[src/rtl/trial_division_factorizer_defines.svh]
// ---------------------------------------------------------------------------
// Trial division factorizer: assertion macros
// Checks are compiled in unless SYNTH is defined.
// ---------------------------------------------------------------------------
`ifndef TRIAL_DIVISION_FACTORIZER_DEFINES_SVH
`define TRIAL_DIVISION_FACTORIZER_DEFINES_SVH

`ifndef SYNTH

// Check a property on every rising edge outside reset.
`define TDF_ASSERT(lbl, clk, rst, prop) \
  lbl: assert property (@(posedge clk) disable iff (rst) prop) \
    else $error("tdf assertion failed");

// Check a property on every rising edge, reset included.
`define TDF_ASSERT_ALWAYS(lbl, clk, prop) \
  lbl: assert property (@(posedge clk) prop) \
    else $error("tdf assertion failed");

`else

`define TDF_ASSERT(lbl, clk, rst, prop)
`define TDF_ASSERT_ALWAYS(lbl, clk, prop)

`endif

`endif

[src/rtl/tdf_pkg.sv]
// ---------------------------------------------------------------------------
// Trial division factorizer: package
// Shared types and fixed constants of the factorizer.
// ---------------------------------------------------------------------------
package tdf_pkg;

  // Width of the factor position field.
  localparam int IDX_W = 5;

  // Sequencer states.
  typedef enum logic [1:0] {
    ST_IDLE,
    ST_TWOS,
    ST_DIV,
    ST_DECIDE
  } tdf_state_t;

  // Status of the serial divider.
  typedef struct packed {
    logic busy;
    logic done;
  } tdf_div_status_t;

endpackage

[src/rtl/tdf_if.sv]
// ---------------------------------------------------------------------------
// Trial division factorizer: channel interfaces
// Valid/ready channels for the operand and for the factor results.
// ---------------------------------------------------------------------------
interface tdf_in_if #(parameter int WIDTH = 24) ();
  logic             valid;
  logic             ready;
  logic [WIDTH-1:0] value;

  modport source (output valid, output value, input ready);
  modport sink   (input valid, input value, output ready);
endinterface

interface tdf_out_if import tdf_pkg::*; #(parameter int WIDTH = 24) ();
  logic             valid;
  logic             ready;
  logic [WIDTH-1:0] factor;
  logic [IDX_W-1:0] factor_index;
  logic             last;

  modport source (output valid, output factor, output factor_index, output last,
                  input ready);
  modport sink   (input valid, input factor, input factor_index, input last,
                  output ready);
endinterface

[src/rtl/tdf_divider.sv]
// ---------------------------------------------------------------------------
// Trial division factorizer: bit-serial divider
// Restoring division, one quotient bit per cycle.
// ---------------------------------------------------------------------------
`include "trial_division_factorizer_defines.svh"

module tdf_divider import tdf_pkg::*; #(
  parameter int WIDTH = 24
) (
  input  logic             clk,
  input  logic             rst,
  input  logic             start,
  input  logic [WIDTH-1:0] dividend,
  input  logic [WIDTH-1:0] divisor,
  output tdf_div_status_t  status,
  output logic [WIDTH-1:0] quotient,
  output logic [WIDTH-1:0] remainder
);

  localparam int CW = $clog2(WIDTH);

  logic [WIDTH-1:0] rmd;
  logic [WIDTH-1:0] quo;
  logic [WIDTH-1:0] dvs;
  logic [CW-1:0]    cnt;
  logic             busy;
  logic             done;

  logic [WIDTH:0]   trial;
  logic [WIDTH:0]   diff;
  logic             fits;

  // Bring down the next dividend bit and try the subtraction.
  assign trial = {rmd, quo[WIDTH-1]};
  assign diff  = trial - {1'b0, dvs};
  assign fits  = ~diff[WIDTH];

  always_ff @(posedge clk) begin
    if (rst) begin
      busy <= 1'b0;
      done <= 1'b0;
    end else begin
      done <= 1'b0;
      if (start) begin
        busy <= 1'b1;
      end else if (busy && cnt == '0) begin
        busy <= 1'b0;
        done <= 1'b1;
      end
    end
  end

  always_ff @(posedge clk) begin
    if (start) begin
      rmd <= '0;
      quo <= dividend;
      dvs <= divisor;
      cnt <= CW'(WIDTH - 1);
    end else if (busy) begin
      rmd <= fits ? diff[WIDTH-1:0] : trial[WIDTH-1:0];
      quo <= {quo[WIDTH-2:0], fits};
      cnt <= cnt - CW'(1);
    end
  end

  assign status.busy = busy;
  assign status.done = done;
  assign quotient    = quo;
  assign remainder   = rmd;

  `TDF_ASSERT(a_no_restart, clk, rst, start |-> !busy)
  `TDF_ASSERT(a_done_after_busy, clk, rst, done |-> $past(busy) && !busy)

endmodule

[src/rtl/tdf_out_reg.sv]
// ---------------------------------------------------------------------------
// Trial division factorizer: output register
// Holds one result for the receiver while the sequencer moves on.
// ---------------------------------------------------------------------------
`include "trial_division_factorizer_defines.svh"

module tdf_out_reg import tdf_pkg::*; #(
  parameter int WIDTH = 24
) (
  input  logic             clk,
  input  logic             rst,
  input  logic             push,
  input  logic [WIDTH-1:0] push_factor,
  input  logic [IDX_W-1:0] push_index,
  input  logic             push_last,
  output logic             can_push,
  tdf_out_if.source        out_ch
);

  logic             valid;
  logic [WIDTH-1:0] factor;
  logic [IDX_W-1:0] factor_index;
  logic             last;

  // Free when empty or when the held result leaves this cycle.
  assign can_push = !valid || out_ch.ready;

  always_ff @(posedge clk) begin
    if (rst) begin
      valid <= 1'b0;
    end else if (push) begin
      valid <= 1'b1;
    end else if (out_ch.ready) begin
      valid <= 1'b0;
    end
  end

  always_ff @(posedge clk) begin
    if (push) begin
      factor       <= push_factor;
      factor_index <= push_index;
      last         <= push_last;
    end
  end

  assign out_ch.valid        = valid;
  assign out_ch.factor       = factor;
  assign out_ch.factor_index = factor_index;
  assign out_ch.last         = last;

  `TDF_ASSERT(a_no_overwrite, clk, rst, push |-> can_push)

endmodule

[src/rtl/trial_division_factorizer.sv]
// ---------------------------------------------------------------------------
// Trial division factorizer
// Emits the prime factors of an unsigned integer in ascending order.
// ---------------------------------------------------------------------------
// Usage:
//   operand : valid/ready request carrying value (WIDTH bits). A request is
//             taken only while the block is idle, one operand at a time.
//   factors : valid/ready results, one per prime factor in ascending order,
//             repeats included, with factor_index counting from zero and
//             last set on the final factor. Inputs 0 and 1 give one result
//             equal to the input.
// Sequence:
//   Factors of two are stripped first. Each trial division is one pass
//   of the bit-serial divider; a divisor that divides is tried again, and
//   the search ends as soon as the quotient drops below the divisor. The
//   next operand is taken the cycle after the last factor is handed to the
//   output register.
// Reset:
//   rst (synchronous) returns the sequencer to idle and empties the output
//   register; no clearing pass is needed.
// Stalls:
//   A result waits in the output register; the sequencer holds only when it
//   has a further result to give and that register is still occupied.
// ---------------------------------------------------------------------------
`include "trial_division_factorizer_defines.svh"

module trial_division_factorizer import tdf_pkg::*; #(
  parameter int WIDTH = 24
) (
  input  logic      clk,
  input  logic      rst,
  tdf_in_if.sink    operand,
  tdf_out_if.source factors
);

  localparam logic [WIDTH-1:0] TWO       = WIDTH'(2);
  localparam logic [WIDTH-1:0] FIRST_ODD = WIDTH'(3);

  tdf_state_t       state;
  tdf_state_t       state_next;
  logic [WIDTH-1:0] rem;          // value still to factor
  logic [WIDTH-1:0] rem_next;
  logic [WIDTH-1:0] dvs;          // current odd trial divisor
  logic [WIDTH-1:0] dvs_next;
  logic [IDX_W-1:0] cnt;          // factors emitted so far
  logic [IDX_W-1:0] cnt_next;

  logic             push;
  logic [WIDTH-1:0] push_factor;
  logic             push_last;
  logic             can_push;

  logic             div_start;
  tdf_div_status_t  div_status;
  logic [WIDTH-1:0] div_quo;
  logic [WIDTH-1:0] div_rmd;

  // Serial divider: dividend and divisor are latched on start.
  tdf_divider #(.WIDTH(WIDTH)) u_div (
    .clk       (clk),
    .rst       (rst),
    .start     (div_start),
    .dividend  (rem_next),
    .divisor   (dvs_next),
    .status    (div_status),
    .quotient  (div_quo),
    .remainder (div_rmd)
  );

  tdf_out_reg #(.WIDTH(WIDTH)) u_out (
    .clk         (clk),
    .rst         (rst),
    .push        (push),
    .push_factor (push_factor),
    .push_index  (cnt),
    .push_last   (push_last),
    .can_push    (can_push),
    .out_ch      (factors)
  );

  always_ff @(posedge clk) begin
    if (rst) begin
      state <= ST_IDLE;
      cnt   <= '0;
    end else begin
      state <= state_next;
      cnt   <= cnt_next;
    end
  end

  always_ff @(posedge clk) begin
    rem <= rem_next;
    dvs <= dvs_next;
  end

  always_comb begin
    state_next    = state;
    rem_next      = rem;
    dvs_next      = dvs;
    cnt_next      = cnt;
    push          = 1'b0;
    push_factor   = rem;
    push_last     = 1'b0;
    div_start     = 1'b0;
    operand.ready = (state == ST_IDLE);
    case (state)
      ST_IDLE: begin
        // Take a new request and start with the factors of two.
        if (operand.valid) begin
          rem_next   = operand.value;
          cnt_next   = '0;
          state_next = ST_TWOS;
        end
      end
      ST_TWOS: begin
        if (rem < TWO) begin
          // Zero or one: pass the input through as the only result.
          if (can_push) begin
            push       = 1'b1;
            push_last  = 1'b1;
            state_next = ST_IDLE;
          end
        end else if (!rem[0]) begin
          // Strip one factor of two per cycle while the output register can take it.
          if (can_push) begin
            push        = 1'b1;
            push_factor = TWO;
            push_last   = (rem == TWO);
            rem_next    = rem >> 1;
            cnt_next    = cnt + IDX_W'(1);
            if (rem == TWO) begin
              state_next = ST_IDLE;
            end
          end
        end else begin
          // Odd and above one: begin trial division at three.
          dvs_next   = FIRST_ODD;
          div_start  = 1'b1;
          state_next = ST_DIV;
        end
      end
      ST_DIV: begin
        if (div_status.done) begin
          state_next = ST_DECIDE;
        end
      end
      ST_DECIDE: begin
        if (div_quo < dvs) begin
          // Divisor squared exceeds the remainder: what is left is prime.
          if (can_push) begin
            push       = 1'b1;
            push_last  = 1'b1;
            state_next = ST_IDLE;
          end
        end else if (div_rmd == '0) begin
          // Divisor divides: emit it and retry the same divisor.
          if (can_push) begin
            push        = 1'b1;
            push_factor = dvs;
            rem_next    = div_quo;
            cnt_next    = cnt + IDX_W'(1);
            div_start   = 1'b1;
            state_next  = ST_DIV;
          end
        end else begin
          // Advance to the next odd divisor.
          dvs_next   = dvs + TWO;
          div_start  = 1'b1;
          state_next = ST_DIV;
        end
      end
      default: begin
        state_next = ST_IDLE;
      end
    endcase
  end

  `TDF_ASSERT(a_take_starts_run, clk, rst,
    operand.valid && operand.ready |=> state == ST_TWOS)
  `TDF_ASSERT(a_odd_divisor, clk, rst, state == ST_DECIDE |-> dvs[0] && dvs > TWO)
  `TDF_ASSERT(a_divider_in_div, clk, rst,
    state == ST_DIV |-> div_status.busy || div_status.done)
  `TDF_ASSERT(a_index_bound, clk, rst, push |-> int'(cnt) < WIDTH)

endmodule
[src/flat_wrapper.sv]
// flat-port wrapper written by rule: the top's interface ports become plain ports
module trial_division_factorizer_flat import tdf_pkg::*;
#(
  parameter int WIDTH = 24
)
  (clk, rst, operand_valid, operand_value, operand_ready, factors_valid, factors_factor, factors_factor_index, factors_last, factors_ready);
  tdf_in_if #(.WIDTH(WIDTH)) operand_i ();
  tdf_out_if #(.WIDTH(WIDTH)) factors_i ();
  input  logic clk;
  input  logic rst;
  input wire logic [$bits(operand_i.valid)-1:0] operand_valid;
  input wire logic [$bits(operand_i.value)-1:0] operand_value;
  output wire logic [$bits(operand_i.ready)-1:0] operand_ready;
  output wire logic [$bits(factors_i.valid)-1:0] factors_valid;
  output wire logic [$bits(factors_i.factor)-1:0] factors_factor;
  output wire logic [$bits(factors_i.factor_index)-1:0] factors_factor_index;
  output wire logic [$bits(factors_i.last)-1:0] factors_last;
  input wire logic [$bits(factors_i.ready)-1:0] factors_ready;
  assign operand_i.valid = operand_valid;
  assign operand_i.value = operand_value;
  assign operand_ready = operand_i.ready;
  assign factors_valid = factors_i.valid;
  assign factors_factor = factors_i.factor;
  assign factors_factor_index = factors_i.factor_index;
  assign factors_last = factors_i.last;
  assign factors_i.ready = factors_ready;
  trial_division_factorizer #(.WIDTH(WIDTH)) u_core (.clk(clk), .rst(rst), .operand(operand_i), .factors(factors_i));
endmodule
[config.mk]
export PLATFORM = sky130hd
export DESIGN_NAME = trial_division_factorizer_flat
export DESIGN_NICKNAME = d
export VERILOG_FILES = /design/src/rtl/tdf_pkg.sv /design/src/rtl/tdf_if.sv /design/src/rtl/tdf_divider.sv /design/src/rtl/tdf_out_reg.sv /design/src/rtl/trial_division_factorizer.sv /design/src/flat_wrapper.sv
export VERILOG_INCLUDE_DIRS = /design/src /design/src/rtl
export SDC_FILE = /design/constraint.sdc
export NUM_CORES = 1
export LEC_CHECK = 0
export BUFFER_PORTS_ARGS = -buffer_cell sky130_fd_sc_hd__buf_2
export CORE_MARGIN = 10
export CORE_UTILIZATION = 60
export DETAILED_ROUTE_END_ITERATION = 10
export GPL_ROUTABILITY_DRIVEN = 0
export GPL_TIMING_DRIVEN = 1
export MAX_ROUTING_LAYER = met4
export PLACE_DENSITY_LB_ADDON = 0.25
export SYNTH_ARGS = -nofsm -noshare
export SYNTH_HDL_FRONTEND = slang
export SYNTH_HIERARCHICAL = 1
export SYNTH_SLANG_ARGS = --single-unit
export TNS_END_PERCENT = 1
[constraint.sdc]
create_clock -name clk -period 5.9 [get_ports clk]
set_clock_uncertainty 0.15 [all_clocks]
set_input_delay 1.18 -clock clk [delete_from_list [all_inputs] [get_ports clk]]
set_output_delay 1.18 -clock clk [all_outputs]
set_load 0.05 [all_outputs]
==> results of run 1 <==
per-layer routing:
metal  track usage [%]  vias to the layer above  part of all wire, %
li1                  -                     4046                    -
met1             32.14                     4182                   42
met2             39.21                      512                   46
met3             6.007                       77                  9.9
met4             8.127                        0                  2.8
met5                 -                        -                    0
sequential cells by signal, summed over array words and instances (netlist names):
signal,flops
u_core/cnt,5
u_core/u_div/remainder,24
u_core/state,2
u_core/u_div/cnt,5
u_core/dvs,24
u_core/u_div/quotient,24
u_core/u_div/busy,1
u_core/u_out/out_ch.factor,24
u_core/u_out/out_ch.factor_index,5
u_core/u_div/dvs,24
u_core/rem,24
u_core/u_out/out_ch.valid,1
u_core/u_div/done,1
u_core/u_out/out_ch.last,1
worst register-to-register path: stages (launching register included):
cell	delay (ns)
dfxtp_1	0.39
inv_1	0.09
ha_1	0.35
a21oi_1	0.16
nand2_1	0.06
a221oi_1	0.48
o211a_1	0.70
nor2_1	0.13
o21ai_0	0.21
o21ai_4	0.36
inv_1	0.34
nand2_1	0.75
stage by stage:
step	std cells	cell area, sq um	util, %
floorplan	1050	9839	-
global placement	1280	10280	64.23
detailed placement	1280	10280	64.23
CTS	1312	10860	67.88
global route	1312	10860	67.88
finish	1312	10860	67.88
cell usage in the layout (no fill, tap or decap), types with 14 or more instances in the layout:
master	n
nand2_1	86
dfxtp_1	86
nor2_1	82
edfxtp_1	78
a21oi_1	71
inv_1	64
o21ai_0	60
buf_2	59
ha_1	50
nand3_1	32
mux2_2	24
a22o_1	22
nor3_1	20
clkbuf_16	19
o211ai_1	19
nand4_1	16
mux2i_1	15
a31oi_1	15
buf_4	14
final cells by class:
type | instances | area share, %
clock buffer | 25 | 4.770
sequential | 165 | 37.62
tap | 216 | 2.488
timing repair buffer | 73 | 3.687
inverter | 65 | 2.247
multi-input combinational | 761 | 48.59
clock inverter | 7 | 0.5991
worst paths after layout:
check / slack [ns] / cells after the start / to
max: 1.18 / 11 / u_core/u_div/quotient[0]
min: 0.30 / 0 / u_core/u_out/out_ch.factor_index[4]
max reg2reg: 1.18 / 11 / u_core/u_div/quotient[0]
min reg2reg: 0.30 / 0 / u_core/u_out/out_ch.factor_index[4]
power by group:
group          total [mW]  internal, mW  leakage (nW)  switching, mW
Combinational        2.80          1.04          2.46           1.76
Sequential           1.99          1.62          1.44          0.368
Clock                1.09         0.652         0.292          0.436
Total                5.88          3.31          4.19           2.57
==> impl_metrics.csv, run 1 <==
group,metric,value,unit
worst_setup_path,cp-start-kind,"flop",
worst_setup_path,critical_path.cell_chain,"inv_1, ha_1, a21oi_1, nand2_1, a221oi_1, o211a_1, nor2_1, o21ai_0, o21ai_4, inv_1, nand2_1",
routing,wl,27.63,mm
finish,nNetsFinal,1162,
routing,drc,0,
worst_setup_path,cp-startpoint,"u_core/dvs[22]",
timing,setup_tns,0,ns
clock_network,cts_num_sinks,165,
routing,drtPass1Iterations,6,
grt,grt_pass1_wl,43.72,mm
worst_setup_path,critPathBufInv,2,
place,place_worst_setup_slack,1.317,ns
yosys,synth_cells,1050,
die,die_area,0.02192,sq mm
finish,syn_to_final_growth,10.38,%
grt,grt_max_degree,53,
clock_network,cts_tree,"yes",
run_status,status,"finished clean",
grt,grt_usage,25.30,%
timing,fin_hold_ws,0.3048,ns
routing,drt_iter0_markers,1210,
worst_setup_path,timing.rr.start,"u_core/dvs[22]",
power,powerDensity,541.3,mW/mm^2
run,cap_viol_max_count,0,
timing,final-max-slew-violation-count,0,
die,rows,46,
die,core-area,0.01600,sq mm
place,io_buffers,59,
routing,vias_per_cell,6.720,
routing,via_count,8817,
clock_network,cts_root_buf,"clkbuf_16",
finish,fill_cells,1304,
place,dpl.hpwl,19.85,mm
finish,drive_above_1_share,14.60,%
timing,finalSetupViolations,0,
die,pin_count,60,
grt,globalRouteOverflowTotal,0,
worst_setup_path,max_stage_delay,0.75,ns
die,initial_core_util,61.50,%
die,die_h,148.1,um
clock_network,clk_path_buf_depth,2,
clock_network,cts_made_buffers,17,
worst_setup_path,end_kind,"flop",
worst_hold_path,hold_class,"flop to flop",
die,fp.dieW,148.1,um
power,vdd_ir_drop_max,0.0002807,V
worst_setup_path,required,5.65,ns
timing,fin_crit_sh,80.04,%
routing,postRouteAntennaNets,0,
yosys,synth_area,0.009839,sq mm
timing,hold_viol,0,
worst_setup_path,cp_slowest_cell,"nand2_1",
timing,slew_headroom,20.34,%
worst_setup_path,timing_worst_setup_path_type,"flop to flop",
power,p_leak,4.194,nW
grt,antenna_found_initial,0,
clock_network,htreeDepth,4,
timing,fmax,211.8,MHz
clock_network,worstSkewPairLatency,0.43,ns
worst_setup_path,cp.arrival,4.47,ns
timing,finalCriticalPeriod,4.722,ns
timing,grt_setup_unrepaired,"no",
grt,grt_pass1_vias,8318,
clock_network,clk_pin_slew,0.06,ns
worst_hold_path,hold_start,"u_core/cnt[4]",
yosys,avgSynthCellArea,9.371,sq um
finish,seqCellArea,0.004085,sq mm
worst_setup_path,critical-path-top-delay-family,"compound AO/OA/AOI/OAI gates",
routing,detail_route.wl_per_cell,21.06,um
timing,setup_slack,1.178,ns
clock_network,cts_resized,0,
yosys,yosys_warnings,6,
worst_setup_path,worstPathMaxFanout,26,
clock_network,hold_buffers,0,
power,p_total,5.879,mW
timing,tightest_slew,1.192,ns
finish,multi_input_area,0.005278,sq mm
finish,diodes,0,
clock_network,cts_setup_buffers,0,
yosys,syn-num-nets,1129,
Note: power is estimated with default switching activity, not from simulation.
==> run 2, diff against run 1 <==
--- a/config.mk
+++ b/config.mk
@@ -8,7 +8,7 @@
 export LEC_CHECK = 0
 export BUFFER_PORTS_ARGS = -buffer_cell sky130_fd_sc_hd__buf_2
 export CORE_MARGIN = 10
-export CORE_UTILIZATION = 60
+export CORE_UTILIZATION = 56
 export DETAILED_ROUTE_END_ITERATION = 10
 export GPL_ROUTABILITY_DRIVEN = 0
 export GPL_TIMING_DRIVEN = 1
==> constraint.sdc (replaced) <==
create_clock -name clk -period 4.18 [get_ports clk]
set_clock_uncertainty 0.15 [all_clocks]
set_input_delay 0.836 -clock clk [delete_from_list [all_inputs] [get_ports clk]]
set_output_delay 0.836 -clock clk [all_outputs]
set_load 0.05 [all_outputs]
==> run 2 against run 1 <==
Compared with the run above:
- critical path depth is the same
- combinational power is 42% higher
- register-to-register slack worse by 0.80 ns
- critical endpoint is now u_core/u_div/quotient[8]
- largest cell class unchanged
- highest routed layer unchanged
==> impl_metrics.csv, run 2 (synthesis gave the netlist of run 1 again) <==
group,metric,value,unit
worst_setup_path,crit_path_end,"u_core/u_div/quotient[8]",
finish,final_cell_mix,"86 x nand2_1, 86 x dfxtp_1, 82 x nor2_1, 78 x edfxtp_1, 71 x a21oi_1",
clock_network,cts_setup_buffers,0,
worst_setup_path,cp.arrival,3.84,ns
clock_network,clk_path_buf_depth,2,
timing,hold_viol,0,
power,vdd_ir_drop_max,0.0004917,V
timing,finalSetupViolations,0,
grt,grt_pass1_vias,8198,
finish,fin_util,63.53,%
finish,stdcell_area,0.01095,sq mm
routing,drt_iter0_markers,1138,
routing,postRouteAntennaNets,0,
grt,top_usage_layer,"met2",
routing,vias_per_cell,6.542,
routing,via_count,8733,
power,powerDensity,759.1,mW/mm^2
timing,setup_tns,0,ns
grt,antenna_found_initial,0,
worst_setup_path,reg2regPathDepth,11,
die,core-area,0.01724,sq mm
worst_setup_path,cp-startpoint,"u_core/dvs[22]",
clock_network,worstSkewPairLatency,0.43,ns
routing,detail_route.wl_per_cell,20.80,um
clock_network,cts_root_buf,"clkbuf_16",
grt,use_met1,31.13,%
clock_network,cts_resized,0,
worst_setup_path,required,4.22,ns
worst_setup_path,timing_worst_setup_path_type,"flop to flop",
die,pin_count,60,
finish,drive_above_1_share,15.95,%
worst_setup_path,r2r_slack,0.38,ns
clock_network,clk_pin_slew,0.07,ns
clock_network,hold_buffers,0,
die,die_area,0.02327,sq mm
timing,finalCriticalPeriod,3.805,ns
die,fp.dieW,152.6,um
clock_network,cts_num_sinks,165,
worst_setup_path,timing.rr.start,"u_core/dvs[22]",
grt,globalRouteOverflowTotal,0,
worst_setup_path,cp-start-kind,"flop",
worst_setup_path,worstPathMaxFanout,11,
worst_setup_path,end_kind,"flop",
worst_hold_path,hold_class,"flop to flop",
run_status,status,"finished clean",
finish,diodes,0,
timing,slew_headroom,40.57,%
grt,grt_max_degree,54,
die,rows,48,
grt,grt_use_met3,4.855,%
run,cap_viol_max_count,0,
grt,grt_pass1_wl,44.17,mm
grt,grt_use_met2,35.41,%
clock_network,cts_made_buffers,17,
die,initial_core_util,57.08,%
worst_setup_path,crit_top_cell,"nand4_1",
timing,fin_crit_sh,91.02,%
worst_setup_path,max_stage_delay,0.54,ns
grt,grt_usage,23.66,%
timing,fmax,262.8,MHz
finish,syn_to_final_growth,11.29,%
routing,wl,27.77,mm
worst_setup_path,critical_path.cell_chain,"inv_1, ha_1, nand4_1, nor3_2, nand4_1, o211a_1, buf_4, nor2_1, o21ai_0, a211o_1, mux2_2",
power,p_leak,4.247,nW
timing,fin_hold_ws,0.3271,ns
die,die_h,152.6,um
worst_setup_path,cp_slowest_cell,"nor2_1",
finish,nNetsFinal,1176,
place,place_area,0.01039,sq mm
timing,grt_setup_unrepaired,"no",
routing,drc,0,
finish,fill_cells,1442,
place,dpl.hpwl,19.98,mm
place,io_buffers,59,
worst_setup_path,r2r_end,"u_core/u_div/quotient[8]",
timing,tightest_slew,0.8882,ns
routing,drtPass1Iterations,8,
clock_network,cts_tree,"yes",
clock_network,htreeDepth,4,
timing,final-max-slew-violation-count,0,
==> run 2: changes by cell type in the layout (fill, tap and decap cells not counted), moves of 3 or more <==
| cell | change |
|---|---|
| inv_6 | +8 |
| clkbuf_1 | -3 |
| inv_8 | +3 |
| buf_4 | +14 |
| clkinv_2 | -4 |
==> run 2: worst min-delay path by stage <==
stage	slack, ns	endpoint	start	cells after the start
floorplan	0.27	u_core/u_out/out_ch.factor_index[4]	u_core/cnt[4]	0
global placement	0.28	u_core/u_out/out_ch.factor_index[4]	u_core/cnt[4]	0
detailed placement	0.30	u_core/u_out/out_ch.factor_index[4]	u_core/cnt[4]	0
CTS	0.33	u_core/u_out/out_ch.factor_index[3]	u_core/cnt[3]	0
global route	0.34	u_core/u_out/out_ch.factor_index[4]	u_core/cnt[4]	0
finish	0.33	u_core/u_out/out_ch.factor_index[4]	u_core/cnt[4]	0
==> run 2: layout make-up <==
class / instances / area (sq um) / share of cell area [%]
clock buffers: 18 / 429.2 / 3.919
clock inverters: 14 / 127.6 / 1.165
inverters: 65 / 244.0 / 2.228
multi-input cells: 761 / 5278 / 48.19
flip-flops and latches: 165 / 4085 / 37.31
well taps: 225 / 281.5 / 2.571
repair buffers: 87 / 505.5 / 4.616
==> run 2: power by group <==
part / internal (mW) / total, mW / switching [mW] / leakage (nW)
sequential: 2.28 / 2.83 / 0.551 / 1.44
clock: 0.789 / 1.50 / 0.706 / 0.278
combinational: 1.51 / 3.99 / 2.48 / 2.53
total: 4.58 / 8.31 / 3.73 / 4.25
==> run 2: through the flow <==
stage	instances	total power, mW	setup WS, ns
4_1_cts	1335	8.241	0.4792
3_3_place_gp	1303	6.649	0.6668
2_1_floorplan	1050	5.737	-0.6273
6_report	1335	8.312	0.3753
5_1_grt	1335	8.832	0.1967
3_5_place_dp	1303	6.723	0.5290
==> run 2: per-layer routing <==
layer	share of wire (%)	wire (um)
met5	0	0
met4	2.9	816
met3	8.1	2263
met2	46	12670
met1	43	12020
==> run 2: worst max-delay path, delay by kind of cell (launching register included) <==
kind,cells,cell delay [ns]
AOI/OAI and AO/OA,3,0.88
adders and majority gates,1,0.34
buffers and inverters,2,0.36
DFF,1,0.41
muxes,1,0.26
and+or+nand+nor,4,1.15
==> run 3, diff against run 2 <==
--- a/config.mk
+++ b/config.mk
@@ -13,7 +13,7 @@
 export GPL_ROUTABILITY_DRIVEN = 0
 export GPL_TIMING_DRIVEN = 1
 export MAX_ROUTING_LAYER = met4
-export PLACE_DENSITY_LB_ADDON = 0.25
+export PLACE_DENSITY_LB_ADDON = 0.3
 export SYNTH_ARGS = -nofsm -noshare
 export SYNTH_HDL_FRONTEND = slang
 export SYNTH_HIERARCHICAL = 1
==> run 3 against run 2 <==
Compared with the run above:
- sequential power is essentially flat
- die area unchanged
- register-to-register slack better by 0.08 ns
- global-route usage is 0.072 points lower
- combinational power hardly changed
- clock-buffer cell count stayed put
- setup slack better by 0.080 ns
- cell count fell by 0.15%
- utilization fell by 0.051 points
- critical path type unchanged
- largest cell class unchanged
- highest routed layer unchanged
==> impl_metrics.csv, run 3 (synthesis gave the netlist of run 1 again) <==
group,metric,value,unit
run_status,status,"finished clean",
routing,vias_per_cell,6.549,
place,dpl.hpwl,19.80,mm
worst_hold_path,hold_end,"u_core/u_out/out_ch.factor_index[4]",
worst_hold_path,hold_class,"flop to flop",
timing,finalCriticalPeriod,3.725,ns
worst_setup_path,cp.arrival,3.77,ns
clock_network,hold_buffers,0,
worst_setup_path,r2r_end,"u_core/u_div/quotient[8]",
die,die_area,0.02327,sq mm
clock_network,htreeDepth,4,
power,clockPowerShare,17.8,%
power,p_leak,4.215,nW
timing,fmax,268.5,MHz
grt,grt_pass1_wl,43.66,mm
worst_setup_path,critical_path.cell_chain,"inv_1, ha_1, nand4_1, nor3_2, nand4_1, o211a_1, buf_4, nor2_1, o21ai_0, a211o_1, mux2_2",
power,p_sw_share,45.11,%
worst_setup_path,max_stage_delay,0.53,ns
die,initial_core_util,57.08,%
routing,drc,0,
run,cap_viol_max_count,0,
timing,setup_tns,0,ns
power,pwr-share-seq,34.2,%
clock_network,cts_setup_buffers,0,
place,io_buffers,59,
finish,final_cell_mix,"86 x nand2_1, 86 x dfxtp_1, 82 x nor2_1, 78 x edfxtp_1, 71 x a21oi_1",
die,pin_count,60,
power,p_comb_share,48.0,%
routing,drt_iter0_markers,1132,
grt,grt_max_degree,75,
worst_hold_path,holdPathStages,0,
die,fp.dieW,152.6,um
routing,detail_route.wl_per_cell,20.93,um
die,core-area,0.01724,sq mm
worst_setup_path,timing.rr.start,"u_core/dvs[21]",
timing,tightest_slew,1.183,ns
worst_setup_path,cp_slowest_cell,"nor2_1",
timing,finalSetupViolations,0,
power,internal_power,4.561,mW
finish,fin_util,63.48,%
grt,grt_pass1_vias,8004,
worst_setup_path,worstPathMaxFanout,11,
routing,via_count,8730,
worst_hold_path,hold_start,"u_core/cnt[4]",
worst_setup_path,crit_top_cell,"nand4_1",
power,powerDensity,759.4,mW/mm^2
finish,nNetsFinal,1174,
die,rows,48,
clock_network,worstSkewPairLatency,0.44,ns
worst_setup_path,reg2regPathDepth,11,
worst_setup_path,cp-start-kind,"flop",
die,die_h,152.6,um
clock_network,cts_root_buf,"clkbuf_16",
timing,slew_headroom,20.45,%
routing,wl,27.91,mm
clock_network,clk_path_buf_depth,2,
clock_network,cts_tree,"yes",
routing,drtPass1Iterations,6,
finish,drive_above_1_share,15.79,%
timing,fin_hold_ws,0.3260,ns
power,p_sw,3.748,mW
power,vdd_ir_drop_max,0.0004463,V
worst_setup_path,r2r_slack,0.46,ns
timing,grt_setup_unrepaired,"no",
finish,fill_cells,1419,
worst_setup_path,required,4.23,ns
clock_network,clk_pin_slew,0.07,ns
timing,final-max-slew-violation-count,0,
timing,fin_crit_sh,89.11,%
grt,grt_usage,23.59,%
grt,globalRouteOverflowTotal,0,
timing,hold_viol,0,
clock_network,cts_made_buffers,17,
finish,syn_to_final_growth,11.20,%
clock_network,cts_resized,0,
worst_setup_path,timing_worst_setup_path_type,"flop to flop",
worst_setup_path,end_kind,"flop",
grt,antenna_found_initial,0,
routing,postRouteAntennaNets,0,
clock_network,cts_num_sinks,165,
finish,diodes,0,
run 3: cell types whose count changed in the layout (fill, tap and decap cells not counted), sizes merged:
cell	change
buf	-2
clkinv	+1
clkinvlp	+5
inv	-6
run 3: worst max-delay path, delay by kind of cell, from the launching register on:
| kind | cells | cell delay, ns |
|---|---|---|
| DFF | 1 | 0.42 |
| buffers and inverters | 2 | 0.34 |
| muxes | 1 | 0.26 |
| AOI/OAI and AO/OA | 3 | 0.86 |
| and+or+nand+nor | 4 | 1.14 |
| adders and majority gates | 1 | 0.31 |
run 3: layout make-up:
| type | instances | area, sq um | area share [%] |
|---|---|---|---|
| inverters | 65 | 244.0 | 2.230 |
| clock buffers | 18 | 429.2 | 3.922 |
| repair buffers | 85 | 503.0 | 4.597 |
| multi-input cells | 761 | 5278 | 48.23 |
| well taps | 225 | 281.5 | 2.573 |
| clock inverters | 14 | 121.4 | 1.109 |
| flip-flops and latches | 165 | 4085 | 37.34 |
run 3: through the flow:
step	area [sq um]	instances	power, mW	worst slack, ns
floorplan	9844	1050	5.737	-0.6273
finish	10940	1333	8.309	0.4550
global placement	10390	1301	6.660	0.6525
CTS	10940	1333	8.225	0.5577
global route	10940	1333	8.793	0.1752
detailed placement	10390	1301	6.733	0.5666
run 3: worst max path at each step:
stage,endpoint,cells past startpoint,from
floorplan,u_core/u_div/quotient[0],9,u_core/rem[1]
global placement,u_core/u_div/quotient[8],11,u_core/dvs[21]
detailed placement,u_core/u_div/quotient[8],11,u_core/dvs[21]
CTS,u_core/u_div/quotient[8],11,u_core/dvs[21]
global route,u_core/u_div/quotient[8],11,u_core/dvs[21]
finish,u_core/u_div/quotient[8],11,u_core/dvs[21]
run 3: power groups by stage:
stage | clock [mW] | sequential (mW) | combinational (mW)
after detailed placement | 0 | 2.85 | 3.88
after CTS | 1.49 | 2.81 | 3.92
after global placement | 0 | 2.84 | 3.82
final | 1.48 | 2.84 | 3.99
after global routing | 1.55 | 2.89 | 4.35
after floorplan | 0 | 2.85 | 2.88
run 3: routing by layer:
layer	share of wire (%)	vias to the layer above	track usage, %
met3	9.6	62	4.939
li1	-	4067	-
met2	45	456	35.12
met1	43	4145	31.29
met4	2.6	0	8.084
met5	0	-	-
